==> src/stt_pkg.sv <==
// ============================================================================
// stt_pkg: shared types and constants of the software timer table
// Opcodes, result kinds, entry status codes, register indexes and the
// command word passed from the front end to the back end.
// ============================================================================
`default_nettype none
package stt_pkg;

   localparam int NUM_TIMERS_DEF = 32;
   localparam int IDX_W          = 6;
   localparam int TMO_W          = 32;
   localparam int QUE_W          = 4;
   localparam int DAT_W          = 8;

   typedef enum logic [2:0] {
      OP_TICK     = 3'd0,
      OP_ALLOC    = 3'd1,
      OP_FREE     = 3'd2,
      OP_INIT     = 3'd3,
      OP_SETTIME  = 3'd4
   } op_type;

   localparam logic [1:0] KIND_REPLY  = 2'd0;
   localparam logic [1:0] KIND_EXPIRY = 2'd1;
   localparam logic [1:0] KIND_TICK   = 2'd2;

   localparam logic [1:0] ST_FREE  = 2'd0;
   localparam logic [1:0] ST_ALLOC = 2'd1;
   localparam logic [1:0] ST_RUN   = 2'd2;

   localparam logic REG_TASK_EN  = 1'b0;
   localparam logic REG_TASK_IDX = 1'b1;

   // command word from front to back; op_ok is set for a known opcode
   typedef struct packed {
      logic [2:0]       op;
      logic             op_ok;
      logic [IDX_W-1:0] idx;
      logic [TMO_W-1:0] tmo;
      logic [QUE_W-1:0] que;
      logic [DAT_W-1:0] dat;
   } cmd_type;

endpackage
`default_nettype wire

==> src/software_timer_table.sv <==
// ============================================================================
// software_timer_table: table of one-shot timers with expiry events
// Commands allocate, free, init and start timers; a tick counts down every
// running timer and reports each expiry, then an end-of-tick word.
// ============================================================================
//  channel  | handshake          | payload
//  req      | push / full        | opcode, index, timeout, queue, data
//  rsp      | pop / empty        | kind, index, ok, queue, byte, switch, count, last
//  csr      | csr_valid/ready    | csr_index, csr_wdata
//
// Free, init, settime and unknown opcodes are answered from the idle state.
// Allocate steps from entry 0 to the first free entry, or past the last one.
// A tick walks every entry, one per cycle while no result word is held.
// Reset is synchronous; all timers come out free and the tick count zero.
// A held result word stalls the walk; the two-word front queue keeps taking
// requests meanwhile, until it is full.
`default_nettype none
module software_timer_table import stt_pkg::*; #(
   parameter int NUM_TIMERS = NUM_TIMERS_DEF
) (
   input  wire logic             clock,
   input  wire logic             reset,
   input  wire logic             push,
   output logic                  full,
   input  wire logic [2:0]       req_opcode,
   input  wire logic [IDX_W-1:0] req_timer_index,
   input  wire logic [TMO_W-1:0] req_timeout_ticks,
   input  wire logic [QUE_W-1:0] req_dest_queue,
   input  wire logic [DAT_W-1:0] req_event_data,
   output logic                  empty,
   input  wire logic             pop,
   output logic [1:0]            rsp_kind,
   output logic [IDX_W-1:0]      rsp_entry_index,
   output logic                  rsp_ok,
   output logic [QUE_W-1:0]      rsp_event_queue,
   output logic [DAT_W-1:0]      rsp_event_byte,
   output logic                  rsp_switch_request,
   output logic [TMO_W-1:0]      rsp_tick_count,
   output logic                  rsp_last,
   input  wire logic             csr_valid,
   output logic                  csr_ready,
   input  wire logic             csr_index,
   input  wire logic [IDX_W-1:0] csr_wdata
);

   logic             cmd_valid, cmd_take;
   cmd_type          cmd;
   logic             task_en_ff;
   logic [IDX_W-1:0] task_idx_ff;

   assign csr_ready = 1'b1;

   // configuration registers
   always_ff @(posedge clock) begin
      if (reset) begin
         task_en_ff  <= 1'b0;
         task_idx_ff <= '0;
      end else if (csr_valid) begin
         if (csr_index == REG_TASK_EN) task_en_ff <= csr_wdata[0];
         else task_idx_ff <= csr_wdata;
      end
   end

   stt_front u_front (
      .clock, .reset, .push, .full,
      .req_opcode, .req_timer_index, .req_timeout_ticks, .req_dest_queue,
      .req_event_data, .cmd_valid, .cmd_take, .cmd
   );

   stt_back #(.NUM_TIMERS(NUM_TIMERS)) u_back (
      .clock, .reset, .cmd_valid, .cmd_take, .cmd,
      .task_en(task_en_ff), .task_idx(task_idx_ff),
      .empty, .pop, .rsp_kind, .rsp_entry_index, .rsp_ok, .rsp_event_queue,
      .rsp_event_byte, .rsp_switch_request, .rsp_tick_count, .rsp_last
   );

`ifndef SYNTH
   a_take_valid: assert property (@(posedge clock) disable iff (reset)
      cmd_take |-> cmd_valid) else $error("command taken from empty queue");
   a_switch_tick: assert property (@(posedge clock) disable iff (reset)
      (!empty && rsp_switch_request) |-> rsp_kind == KIND_TICK)
      else $error("switch request outside end of tick");
   a_tick_last: assert property (@(posedge clock) disable iff (reset)
      (!empty && rsp_kind == KIND_TICK) |-> rsp_last)
      else $error("end of tick not last");
`endif

endmodule
`default_nettype wire

==> src/stt_front.sv <==
// ============================================================================
// stt_front: command intake
// Accepts request words, classifies the opcode and holds them in a
// two-entry queue for the back end.
// ============================================================================
`default_nettype none
module stt_front import stt_pkg::*; (
   input  wire logic             clock,
   input  wire logic             reset,
   input  wire logic             push,
   output logic                  full,
   input  wire logic [2:0]       req_opcode,
   input  wire logic [IDX_W-1:0] req_timer_index,
   input  wire logic [TMO_W-1:0] req_timeout_ticks,
   input  wire logic [QUE_W-1:0] req_dest_queue,
   input  wire logic [DAT_W-1:0] req_event_data,
   output logic                  cmd_valid,
   input  wire logic             cmd_take,
   output cmd_type               cmd
);

   cmd_type    q_ff [2];
   logic [1:0] cnt_ff, cnt_in;
   logic       rd_ff, rd_in, wr_ff, wr_in;
   cmd_type    new_cmd;
   logic       do_push, do_pop;

   // classify the incoming word
   always_comb begin
      new_cmd.op    = req_opcode;
      new_cmd.op_ok = (req_opcode inside {OP_TICK, OP_ALLOC, OP_FREE, OP_INIT,
                                          OP_SETTIME});
      new_cmd.idx   = req_timer_index;
      new_cmd.tmo   = (req_timeout_ticks == '0) ? TMO_W'(1) : req_timeout_ticks;
      new_cmd.que   = req_dest_queue;
      new_cmd.dat   = req_event_data;
   end

   assign full      = cnt_ff[1];
   assign do_push   = push && !full;
   assign cmd_valid = cnt_ff != 2'd0;
   assign do_pop    = cmd_take && cmd_valid;
   assign cmd       = q_ff[rd_ff];

   always_comb begin
      cnt_in = cnt_ff + 2'(do_push) - 2'(do_pop);
      rd_in  = rd_ff ^ do_pop;
      wr_in  = wr_ff ^ do_push;
   end

   always_ff @(posedge clock) begin
      if (reset) begin
         cnt_ff <= '0;
         rd_ff  <= 1'b0;
         wr_ff  <= 1'b0;
      end else begin
         cnt_ff <= cnt_in;
         rd_ff  <= rd_in;
         wr_ff  <= wr_in;
      end
   end

   always_ff @(posedge clock) begin
      if (do_push) q_ff[wr_ff] <= new_cmd;
   end

endmodule
`default_nettype wire

==> src/stt_back.sv <==
// ============================================================================
// stt_back: timer table engine
// Executes one command at a time; results go to a one-word output register.
// A tick (while no result is held) or an allocate walks one entry per cycle.
// ============================================================================
`default_nettype none
module stt_back import stt_pkg::*; #(
   parameter int NUM_TIMERS = NUM_TIMERS_DEF
) (
   input  wire logic             clock,
   input  wire logic             reset,
   input  wire logic             cmd_valid,
   output logic                  cmd_take,
   input  cmd_type               cmd,
   input  wire logic             task_en,
   input  wire logic [IDX_W-1:0] task_idx,
   output logic                  empty,
   input  wire logic             pop,
   output logic [1:0]            rsp_kind,
   output logic [IDX_W-1:0]      rsp_entry_index,
   output logic                  rsp_ok,
   output logic [QUE_W-1:0]      rsp_event_queue,
   output logic [DAT_W-1:0]      rsp_event_byte,
   output logic                  rsp_switch_request,
   output logic [TMO_W-1:0]      rsp_tick_count,
   output logic                  rsp_last
);

   localparam int PW = $clog2(NUM_TIMERS + 1);
   localparam int AW = (NUM_TIMERS > 1) ? $clog2(NUM_TIMERS) : 1;

   typedef enum logic [3:0] {
      S_IDLE  = 4'b0001,
      S_READ  = 4'b0010,
      S_WALK  = 4'b0100,
      S_ALLOC = 4'b1000
   } state_type;

   state_type        state_ff, state_in;
   logic [1:0]       status_ff [NUM_TIMERS];
   logic [TMO_W-1:0] remain_mem [NUM_TIMERS];
   logic [QUE_W-1:0] que_mem [NUM_TIMERS];
   logic [DAT_W-1:0] dat_mem [NUM_TIMERS];
   logic [TMO_W-1:0] rd_remain_ff;
   logic [QUE_W-1:0] rd_que_ff;
   logic [DAT_W-1:0] rd_dat_ff;
   logic [PW-1:0]    ptr_ff, ptr_in;
   logic [TMO_W-1:0] ticks_ff;
   logic             sw_ff, sw_in;
   logic             ovalid_ff;
   logic             out_free, hit, expire, in_table, cur_run;
   logic [AW-1:0]    ptr_a, rd_a, cmd_a;
   logic [TMO_W-1:0] dec;

   assign out_free = !ovalid_ff || pop;
   assign empty    = !ovalid_ff;
   assign ptr_a    = ptr_ff[AW-1:0];
   assign cmd_a    = cmd.idx[AW-1:0];
   assign in_table = 32'(cmd.idx) < NUM_TIMERS;
   // read pointer runs one ahead of the walk pointer
   assign rd_a     = (state_ff == S_WALK) ? AW'(ptr_ff + PW'(1)) : ptr_a;
   // the end-of-tick step past the last entry touches no entry
   assign cur_run  = (ptr_ff != PW'(NUM_TIMERS)) && status_ff[ptr_a] == ST_RUN;
   assign dec      = rd_remain_ff - TMO_W'(1);
   assign expire   = (state_ff == S_WALK) && out_free && cur_run && dec == '0;
   assign hit      = task_en && task_idx == IDX_W'(ptr_ff);

   // control
   always_comb begin
      state_in = state_ff;
      ptr_in   = ptr_ff;
      sw_in    = sw_ff;
      cmd_take = 1'b0;
      case (state_ff)
         S_IDLE: begin
            ptr_in = '0;
            sw_in  = 1'b0;
            if (cmd_valid && out_free) begin
               if (cmd.op_ok && cmd.op == OP_TICK) state_in = S_READ;
               else if (cmd.op_ok && cmd.op == OP_ALLOC) state_in = S_ALLOC;
               else cmd_take = 1'b1;
            end
         end
         S_READ: state_in = S_WALK;
         S_WALK: begin
            if (out_free) begin
               if (expire && hit) sw_in = 1'b1;
               if (ptr_ff == PW'(NUM_TIMERS)) begin
                  cmd_take = 1'b1;
                  state_in = S_IDLE;
               end else begin
                  ptr_in = ptr_ff + PW'(1);
               end
            end
         end
         S_ALLOC: begin
            if (ptr_ff == PW'(NUM_TIMERS) || status_ff[ptr_a] == ST_FREE) begin
               cmd_take = 1'b1;
               state_in = S_IDLE;
            end else begin
               ptr_in = ptr_ff + PW'(1);
            end
         end
         default: state_in = S_IDLE;
      endcase
   end

   always_ff @(posedge clock) begin
      if (reset) begin
         state_ff <= S_IDLE;
         ptr_ff   <= '0;
         sw_ff    <= 1'b0;
         ticks_ff <= '0;
      end else begin
         state_ff <= state_in;
         ptr_ff   <= ptr_in;
         sw_ff    <= sw_in;
         if (state_ff == S_IDLE && state_in == S_READ) ticks_ff <= ticks_ff + TMO_W'(1);
      end
   end

   // entry status flags
   always_ff @(posedge clock) begin
      if (reset) begin
         for (int i = 0; i < NUM_TIMERS; i++) status_ff[i] <= ST_FREE;
      end else if (expire) begin
         status_ff[ptr_a] <= ST_ALLOC;
      end else if (state_ff == S_ALLOC && ptr_ff != PW'(NUM_TIMERS)
                   && status_ff[ptr_a] == ST_FREE) begin
         status_ff[ptr_a] <= ST_ALLOC;
      end else if (state_ff == S_IDLE && cmd_take && in_table && cmd.op_ok) begin
         if (cmd.op == OP_FREE) status_ff[cmd_a] <= ST_FREE;
         else if (cmd.op == OP_SETTIME) status_ff[cmd_a] <= ST_RUN;
      end
   end

   // entry memories: one write port, registered read at the read pointer
   always_ff @(posedge clock) begin
      if (state_ff == S_WALK && out_free && cur_run) begin
         remain_mem[ptr_a] <= dec;
      end else if (state_ff == S_IDLE && cmd_take && in_table && cmd.op_ok
                   && cmd.op == OP_SETTIME) begin
         remain_mem[cmd_a] <= cmd.tmo;
      end
      if (state_ff == S_IDLE && cmd_take && in_table && cmd.op_ok
          && cmd.op == OP_INIT) begin
         que_mem[cmd_a] <= cmd.que;
         dat_mem[cmd_a] <= cmd.dat;
      end
      if (state_ff == S_READ || (state_ff == S_WALK && out_free)) begin
         rd_remain_ff <= remain_mem[rd_a];
         rd_que_ff    <= que_mem[rd_a];
         rd_dat_ff    <= dat_mem[rd_a];
      end
   end

   // output word register
   always_ff @(posedge clock) begin
      if (reset) begin
         ovalid_ff <= 1'b0;
      end else if (out_free) begin
         ovalid_ff <= 1'b0;
         if (expire) begin
            ovalid_ff          <= 1'b1;
            rsp_kind           <= KIND_EXPIRY;
            rsp_entry_index    <= IDX_W'(ptr_ff);
            rsp_ok             <= 1'b1;
            rsp_event_queue    <= rd_que_ff;
            rsp_event_byte     <= rd_dat_ff;
            rsp_switch_request <= 1'b0;
            rsp_tick_count     <= ticks_ff;
            rsp_last           <= 1'b0;
         end else if (cmd_take) begin
            ovalid_ff          <= 1'b1;
            rsp_event_queue    <= '0;
            rsp_event_byte     <= '0;
            rsp_last           <= 1'b1;
            if (state_ff == S_WALK) begin
               rsp_kind           <= KIND_TICK;
               rsp_entry_index    <= '0;
               rsp_ok             <= 1'b1;
               rsp_switch_request <= sw_ff;
               rsp_tick_count     <= ticks_ff;
            end else begin
               rsp_kind           <= KIND_REPLY;
               rsp_switch_request <= 1'b0;
               rsp_tick_count     <= '0;
               if (state_ff == S_ALLOC) begin
                  rsp_ok          <= ptr_ff != PW'(NUM_TIMERS);
                  rsp_entry_index <= (ptr_ff != PW'(NUM_TIMERS)) ? IDX_W'(ptr_ff) : '0;
               end else begin
                  rsp_ok          <= cmd.op_ok && in_table;
                  rsp_entry_index <= cmd.op_ok ? cmd.idx : '0;
               end
            end
         end
      end
   end

endmodule
`default_nettype wire

==> config.mk <==
export PLATFORM = sky130hd
export DESIGN_NAME = software_timer_table
export DESIGN_NICKNAME = d
export VERILOG_FILES = /design/src/stt_pkg.sv /design/src/software_timer_table.sv /design/src/stt_front.sv /design/src/stt_back.sv
export SDC_FILE = /design/constraint.sdc
export NUM_CORES = 2
export LEC_CHECK = 0
export ABC_CLOCK_PERIOD_IN_PS = 8700
export BUFFER_PORTS_ARGS = -buffer_cell sky130_fd_sc_hd__buf_2
export CAP_MARGIN = 0
export CORE_AREA = 2 2 398 321
export CTS_BUF_LIST = sky130_fd_sc_hd__clkbuf_16
export DETAILED_ROUTE_END_ITERATION = 7
export DIE_AREA = 0 0 400 323
export PLACE_DENSITY = 0.75
export SLEW_MARGIN = 20
export SYNTH_ARGS = -nofsm -noshare
export SYNTH_HDL_FRONTEND = slang
export SYNTH_SLANG_ARGS = --single-unit
==> constraint.sdc <==
create_clock -name clock -period 8.7 [get_ports clock]
set_input_delay 0.435 -clock clock [delete_from_list [all_inputs] [get_ports clock]]
set_output_delay 0.435 -clock clock [all_outputs]
set_load 0.05 [all_outputs]
Word level (Yosys, flattened, before mapping)

Memories as Yosys holds them, arrays and structs flattened. A register that Yosys moved wholly into a read port is not among the register bits.
Cells that the tools add are included.

Memory bits (writable): 1580
Bits in registers: 110
Output and inout bits: 58
Logic and storage cells: 190
Latch bits: 0
Memory bits (read-only): 0
Memories kept: 5
Bits of input ports: 65

Bitwise logic cells: 6
Add/sub/neg operators: 5
Mux-type cells: 91
Reduce and logical (&&, ||, !) cells: 43
Shift-type cells: 0
Div/mod/pow operators: 0
Order comparisons: 1
Eq/ne operators: 21
Multipliers: 0

Memory list:

| name              | words | bits a word | read ports | clocked after memory_dff | write ports | RTL line        | text |
|---|---|---|---|---|---|---|---|
| u_back.remain_mem | 32    | 32          | 1          | 1                        | 1           | stt_back.sv:41  | `logic [TMO_W-1:0] remain_mem [NUM_TIMERS];` |
| u_back.dat_mem    | 32    | 8           | 1          | 1                        | 1           | stt_back.sv:43  | `logic [DAT_W-1:0] dat_mem [NUM_TIMERS];` |
| u_back.que_mem    | 32    | 4           | 1          | 1                        | 1           | stt_back.sv:42  | `logic [QUE_W-1:0] que_mem [NUM_TIMERS];` |
| u_front.q_ff      | 2     | 54          | 1          | 1                        | 1           | stt_front.sv:22 | `cmd_type q_ff [2];` |
| u_back.status_ff  | 32    | 2           | 1          | 1                        | 32          | stt_back.sv:40  | `logic [1:0] status_ff [NUM_TIMERS];` |

Operators with widths:

| cell                                                                 | count |
|---|---|
| 32-bit two-way mux                                                   | 5 |
| 32-bit zero test                                                     | 2 |
| 6-bit two-way mux                                                    | 9 |
| 1-bit two-way mux                                                    | 51 |
| 32-bit by 1-bit adder with 32-bit output, second input constant      | 1 |
| 4-bit two-way mux                                                    | 8 |
| 32-bit OR reduction                                                  | 1 |
| 32-bit by 1-bit subtractor with 32-bit output, second input constant | 1 |
| 5-bit two-way mux                                                    | 6 |
| 1-bit logical AND                                                    | 20 |
| 6-bit case mux with 3 select lines                                   | 1 |
| 8-bit two-way mux                                                    | 2 |
| 4-bit case mux with 4 select lines                                   | 1 |
| 3-bit by 2-bit == test with 1-bit output, second input constant      | 4 |
| 2-bit two-way mux                                                    | 6 |
| 4-bit by 2-bit == test with 1-bit output, second input constant      | 2 |
| 6-bit by 1-bit adder with 6-bit output, second input constant        | 1 |
| 3-bit by 1-bit == test with 1-bit output, second input constant      | 2 |
| 3-bit == test, second input constant                                 | 2 |
| 6-bit == test                                                        | 1 |
| 6-bit == test, second input constant                                 | 1 |
| 3-bit zero test                                                      | 2 |
| 6-bit less-than comparator, second input constant                    | 1 |
| 2-bit != test, second input constant                                 | 3 |
| 23 further kinds                                                     | 34 |

Logic depth before layout (Yosys ltp)

Word-level depth: 17
Mapped depth: 16
Gate-level depth less buffers: 14

Hierarchy

From an unflattened synthesis, not the netlist that was laid out.

Cell total of the unflattened synthesis: 3312
Area total of the unflattened synthesis: 68684.6 um^2

Modules (own cells, without submodules):

| module               | sequential area each (um^2) | area an instance (um^2) | instances | cells an instance |
|---|---|---|---|---|
| stt_back             | 48156.2                     | 63813.7                 | 1         | 3046 |
| stt_front            | 3323.2                      | 4545.6                  | 1         | 233 |
| software_timer_table | 140.1                       | 325.3                   | 1         | 33 |

Worst setup path after synthesis

OpenSTA, ideal clock, no wires.

Path kind: reg-to-reg
Start: reg u_back.rd_remain_ff[0] (read register of u_back.remain_mem)
End: reg u_back.rsp_entry_index[0], enable pin
Data required time: 8.164 ns
Stages on the path, launching flop included: 14
Period minus slack after synthesis: 7.095 ns
Path buffers: 2
Data arrival time: 6.559 ns
Setup time: 0.536 ns
Path slack: 1.605 ns
Cells stage by stage: edfxtp_1 inv_1 ha_1 buf_2 or4b_1 clkbuf_1 or3b_1 a211o_1 o21ai_0 and3_1 nand4b_1 nor2_1 nor2_1 nor3_1

Longest elaborated chain between the ends: 5

RTL lines:

| item                                          | RTL line        | text |
|---|---|---|
| start: declaration                            | stt_back.sv:44  | `logic [TMO_W-1:0] rd_remain_ff;` |
| 32-bit by 1-bit subtractor with 32-bit output | stt_back.sv:64  | `assign dec = rd_remain_ff - TMO_W'(1);` |
| 32-bit zero test                              | stt_back.sv:65  | `assign expire = (state_ff == S_WALK) && out_free && cur_run && dec == '0;` |
| 1-bit logical AND                             | stt_back.sv:65  |  |
| 2-bit nonzero test (no line)                  | -               |  |
| 3-bit AND reduction (no line)                 | -               |  |
| end signal: assignment                        | stt_back.sv:166 | `rsp_entry_index <= IDX_W'(ptr_ff);` |
| end signal: assignment                        | stt_back.sv:190 | `rsp_entry_index <= (ptr_ff != PW'(NUM_TIMERS)) ? IDX_W'(ptr_ff) : '0;` |
| end signal: assignment                        | stt_back.sv:193 | `rsp_entry_index <= cmd.op_ok ? cmd.idx : '0;` |
| end: declaration                              | stt_back.sv:20  | `output logic [IDX_W-1:0] rsp_entry_index,` |

No other way between the ends.
A chain may end at the register's enable or synchronous reset.

Final worst setup path

Start: reg u_back.rd_remain_ff[5] (read register of u_back.remain_mem)
End: reg u_back.rsp_tick_count[5], enable pin

Longest elaborated chain between the ends: 5

RTL lines:

| item                                          | RTL line        | text |
|---|---|---|
| 32-bit by 1-bit subtractor with 32-bit output | stt_back.sv:64  |  |
| 32-bit zero test                              | stt_back.sv:65  |  |
| 1-bit logical AND                             | stt_back.sv:65  |  |
| 2-bit nonzero test (no line)                  | -               |  |
| 3-bit AND reduction (no line)                 | -               |  |
| end signal: assignment                        | stt_back.sv:171 | `rsp_tick_count <= ticks_ff;` |
| end signal: assignment                        | stt_back.sv:183 | `rsp_tick_count <= ticks_ff;` |
| end: declaration                              | stt_back.sv:25  | `output logic [TMO_W-1:0] rsp_tick_count,` |

No other way between the ends.

==> flow_summary.json <==
{
  "status": "finished clean",
  "syn_nets": 3465,
  "top_layer": "met5",
  "setup_viol": 0,
  "syn_inst": 3391,
  "io_pins": 123,
  "grt_max_degree": 158,
  "ys_ff_latch": 1739,
  "fmax_ghz": 0.179,
  "dieArea_mm2": 0.129,
  "htreeDepth": 4,
  "worst_ep_arrival_time_ps": 5980,
  "synth-async-reset-ratio": 0,
  "clockRootBuffer": "clkbuf_16",
  "cts_buffer_depth": 3,
  "postRouteAntennaNets": 0,
  "grt_first_pass_wirelength_um": 238000,
  "synth_warnings": 0,
  "drtIter0Drc": 5164,
  "final.setup.tns_ps": 0,
  "cap_violations": 0,
  "critPathLaunchType": "register",
  "syn_to_final_growth_pct": 13.7,
  "ys.flop_type": "edfxtp_1",
  "die_height_um": 323,
  "cts_buffers": 165,
  "m1WireLength_um": 62900,
  "overflow": 0,
  "slew_violations": 0,
  "cts_tree": "done",
  "cp_data_required_time_ps": 9090,
  "diodes": 0,
  "gp_congestion": 0.862,
  "synth_area_mm2": 0.0686,
  "finalInstanceArea_mm2": 0.0780,
  "syn_avg_cell_area_um2": 20.2,
  "nFillCells": 8299,
  "nets": 3706,
  "final-hold-violation-count": 0,
  "antenna_found_initial": 4,
  "dr_total_vias": 35100,
  "relSlewSlack": 0.200,
  "synth.distinct_cells": 71,
  "holdWs_ps": 59.1,
  "power.density_mw_per_mm2": 229,
  "endpoint_kind": "register",
  "post_cts_buffers": 0,
  "io_buffers": 121,
  "synth_edf_count": 1679,
  "routed_wl_um": 165000,
  "yosysSeqAreaShare": 0.753,
  "core-area_mm2": 0.126,
  "timing.final.crit_share": 0.643,
  "drc": 0,
  "avgViaCountPerCell": 6.45,
  "insertion_delay_ps": 770,
  "grt_pass1_vias": 34600,
  "place_area_mm2": 0.0717,
  "hp-class": "input port to register",
  "die_w_um": 400,
  "post-dp-hpwl_um": 84200,
  "skew_ps": 29.6,
  "met2_length_um": 80000,
  "wl_met3_um": 17700,
  "drtPass1Iterations": 6,
  "peakVddDrop_mv": 0.198,
  "grt_use_total": 0.257,
  "clkSlewWorstSetupHoldPaths_ps": 70,
  "p_leak_nw": 25.2,
  "rsz0062_at_grt": "false",
  "worst_pin_slew_ps": 1200,
  "min_period_ps": 5590,
  "crit_fanout": 55,
  "critPathKind": "register to register",
  "cts_resized": 0,
  "cts.sinks": 1739,
  "detail_route.wl_per_cell_um": 30.4,
  "start_util": 0.545,
  "layout-drive-gt1-share": 0.280,
  "rows": 117
}
-- critical path, stage by stage, from the launching register on --
cell,delay (ps)
edfxtp_1,530
or4_1,680
nor4_1,570
nand3_1,280
xnor2_1,220
nor4_1,870
nand4b_1,460
nor2_2,700
nor2_1,150
nor3_2,130
buf_4,590
-- placed cells by master, fill, tap and decap left out, drive strengths merged, types with 46 or more instances in the layout --
master / n
a21oi: 86
and2: 46
buf: 212
clkbuf: 171
clkinv: 68
dfxtp: 60
dlygate4sd3: 64
edfxtp: 1679
inv: 62
mux2: 59
mux2i: 68
mux4: 440
nand2: 60
nand3: 48
nor2: 240
nor3: 58
o21ai: 50
-- timing repair --
item,in CTS,in global routing
hold endpoints to repair,111,0
hold buffers,64,0
setup endpoints to repair,0,0
-- metrics by stage --
stage | setup slack [ps] | power (mW) | utilization | cells
after global placement | 3090 | 10.7 | 0.569 | 5065
after global routing | 2890 | 18.3 | 0.619 | 5435
after floorplan | 1610 | 10.4 | - | 3391
after detailed placement | 2990 | 10.7 | 0.570 | 5067
after CTS | 2960 | 17.9 | 0.618 | 5435
final | 3110 | 17.8 | 0.619 | 5435
-- power by group --
group / switching [mW] / internal, mW
Sequential: 0.0677 / 9.49
Combinational: 0.797 / 0.229
Clock: 3.08 / 4.16
Total: 3.95 / 13.9
-- final timing paths --
check             slack, ps  depth (start not counted)              startpoint                       end
setup / recovery       3110                         10  u_back.rd_remain_ff[5]  u_back.rsp_tick_count[5]
hold / removal           60                          3                     pop          u_back.ovalid_ff
setup reg to reg       3110                         10  u_back.rd_remain_ff[5]  u_back.rsp_tick_count[5]
hold reg to reg         480                          2          task_idx_ff[0]            task_idx_ff[0]
-- cell families after synthesis --
logic type               after synthesis  synth area share
XOR/XNOR                              70           0.00894
flip-flops                          1739             0.753
multiplexers                         567             0.164
other                                  1         0.0000547
AND/OR/NAND/NOR                      582            0.0417
adder cells (fa/ha/maj)                9           0.00164
AO/OA/AOI/OAI                        201            0.0178
buffers and inverters                222            0.0130
-- cell usage after synthesis (40+ instances only) --
master | instances | area, um2
xor2_1 | 40 | 350
clkbuf_1 | 148 | 556
mux4_2 | 440 | 9910
o21ai_0 | 45 | 225
a21oi_1 | 79 | 395
mux2i_1 | 68 | 681
nor3_1 | 56 | 280
edfxtp_1 | 1679 | 50400
and2_1 | 46 | 288
dfxtp_1 | 60 | 1200
mux2_2 | 59 | 664
nand3_1 | 48 | 240
nor2_1 | 240 | 901
nand2_1 | 59 | 221
-- layout make-up --
cell class	instances	area, um2	share of cell area
multi-input combinational	1430	16700	0.214
clock buffer	171	4280	0.0549
sequential	1739	51600	0.662
inverter	20	75.1	0.000963
tap	1666	2080	0.0267
timing repair buffer	276	2020	0.0259
clock inverter	133	1180	0.0151
-- routing by layer --
metal,global-route usage,up-vias
met4,0.0771,6
met3,0.0537,316
met1,0.367,18200
met5,0,-
met2,0.406,2187
li1,-,14300
-- flip-flops by register name (all words and copies together) (netlist names), 2 cells and up, named ones only --
register	cells
u_back.rsp_event_byte	8
u_back.rsp_event_queue	4
u_back.que_mem	128
task_idx_ff	6
u_back.rd_remain_ff	32
u_back.status_ff	64
u_back.state_ff	4
u_front.q_ff	108
u_back.ticks_ff	32
u_front.cnt_ff	2
u_back.remain_mem	1024
u_back.rsp_kind	2
u_back.rsp_entry_index	6
u_back.rd_que_ff	4
u_back.rsp_tick_count	32
u_back.ptr_ff	6
u_back.dat_mem	256
u_back.rd_dat_ff	8
Note: power is estimated with default switching activity, not from simulation.
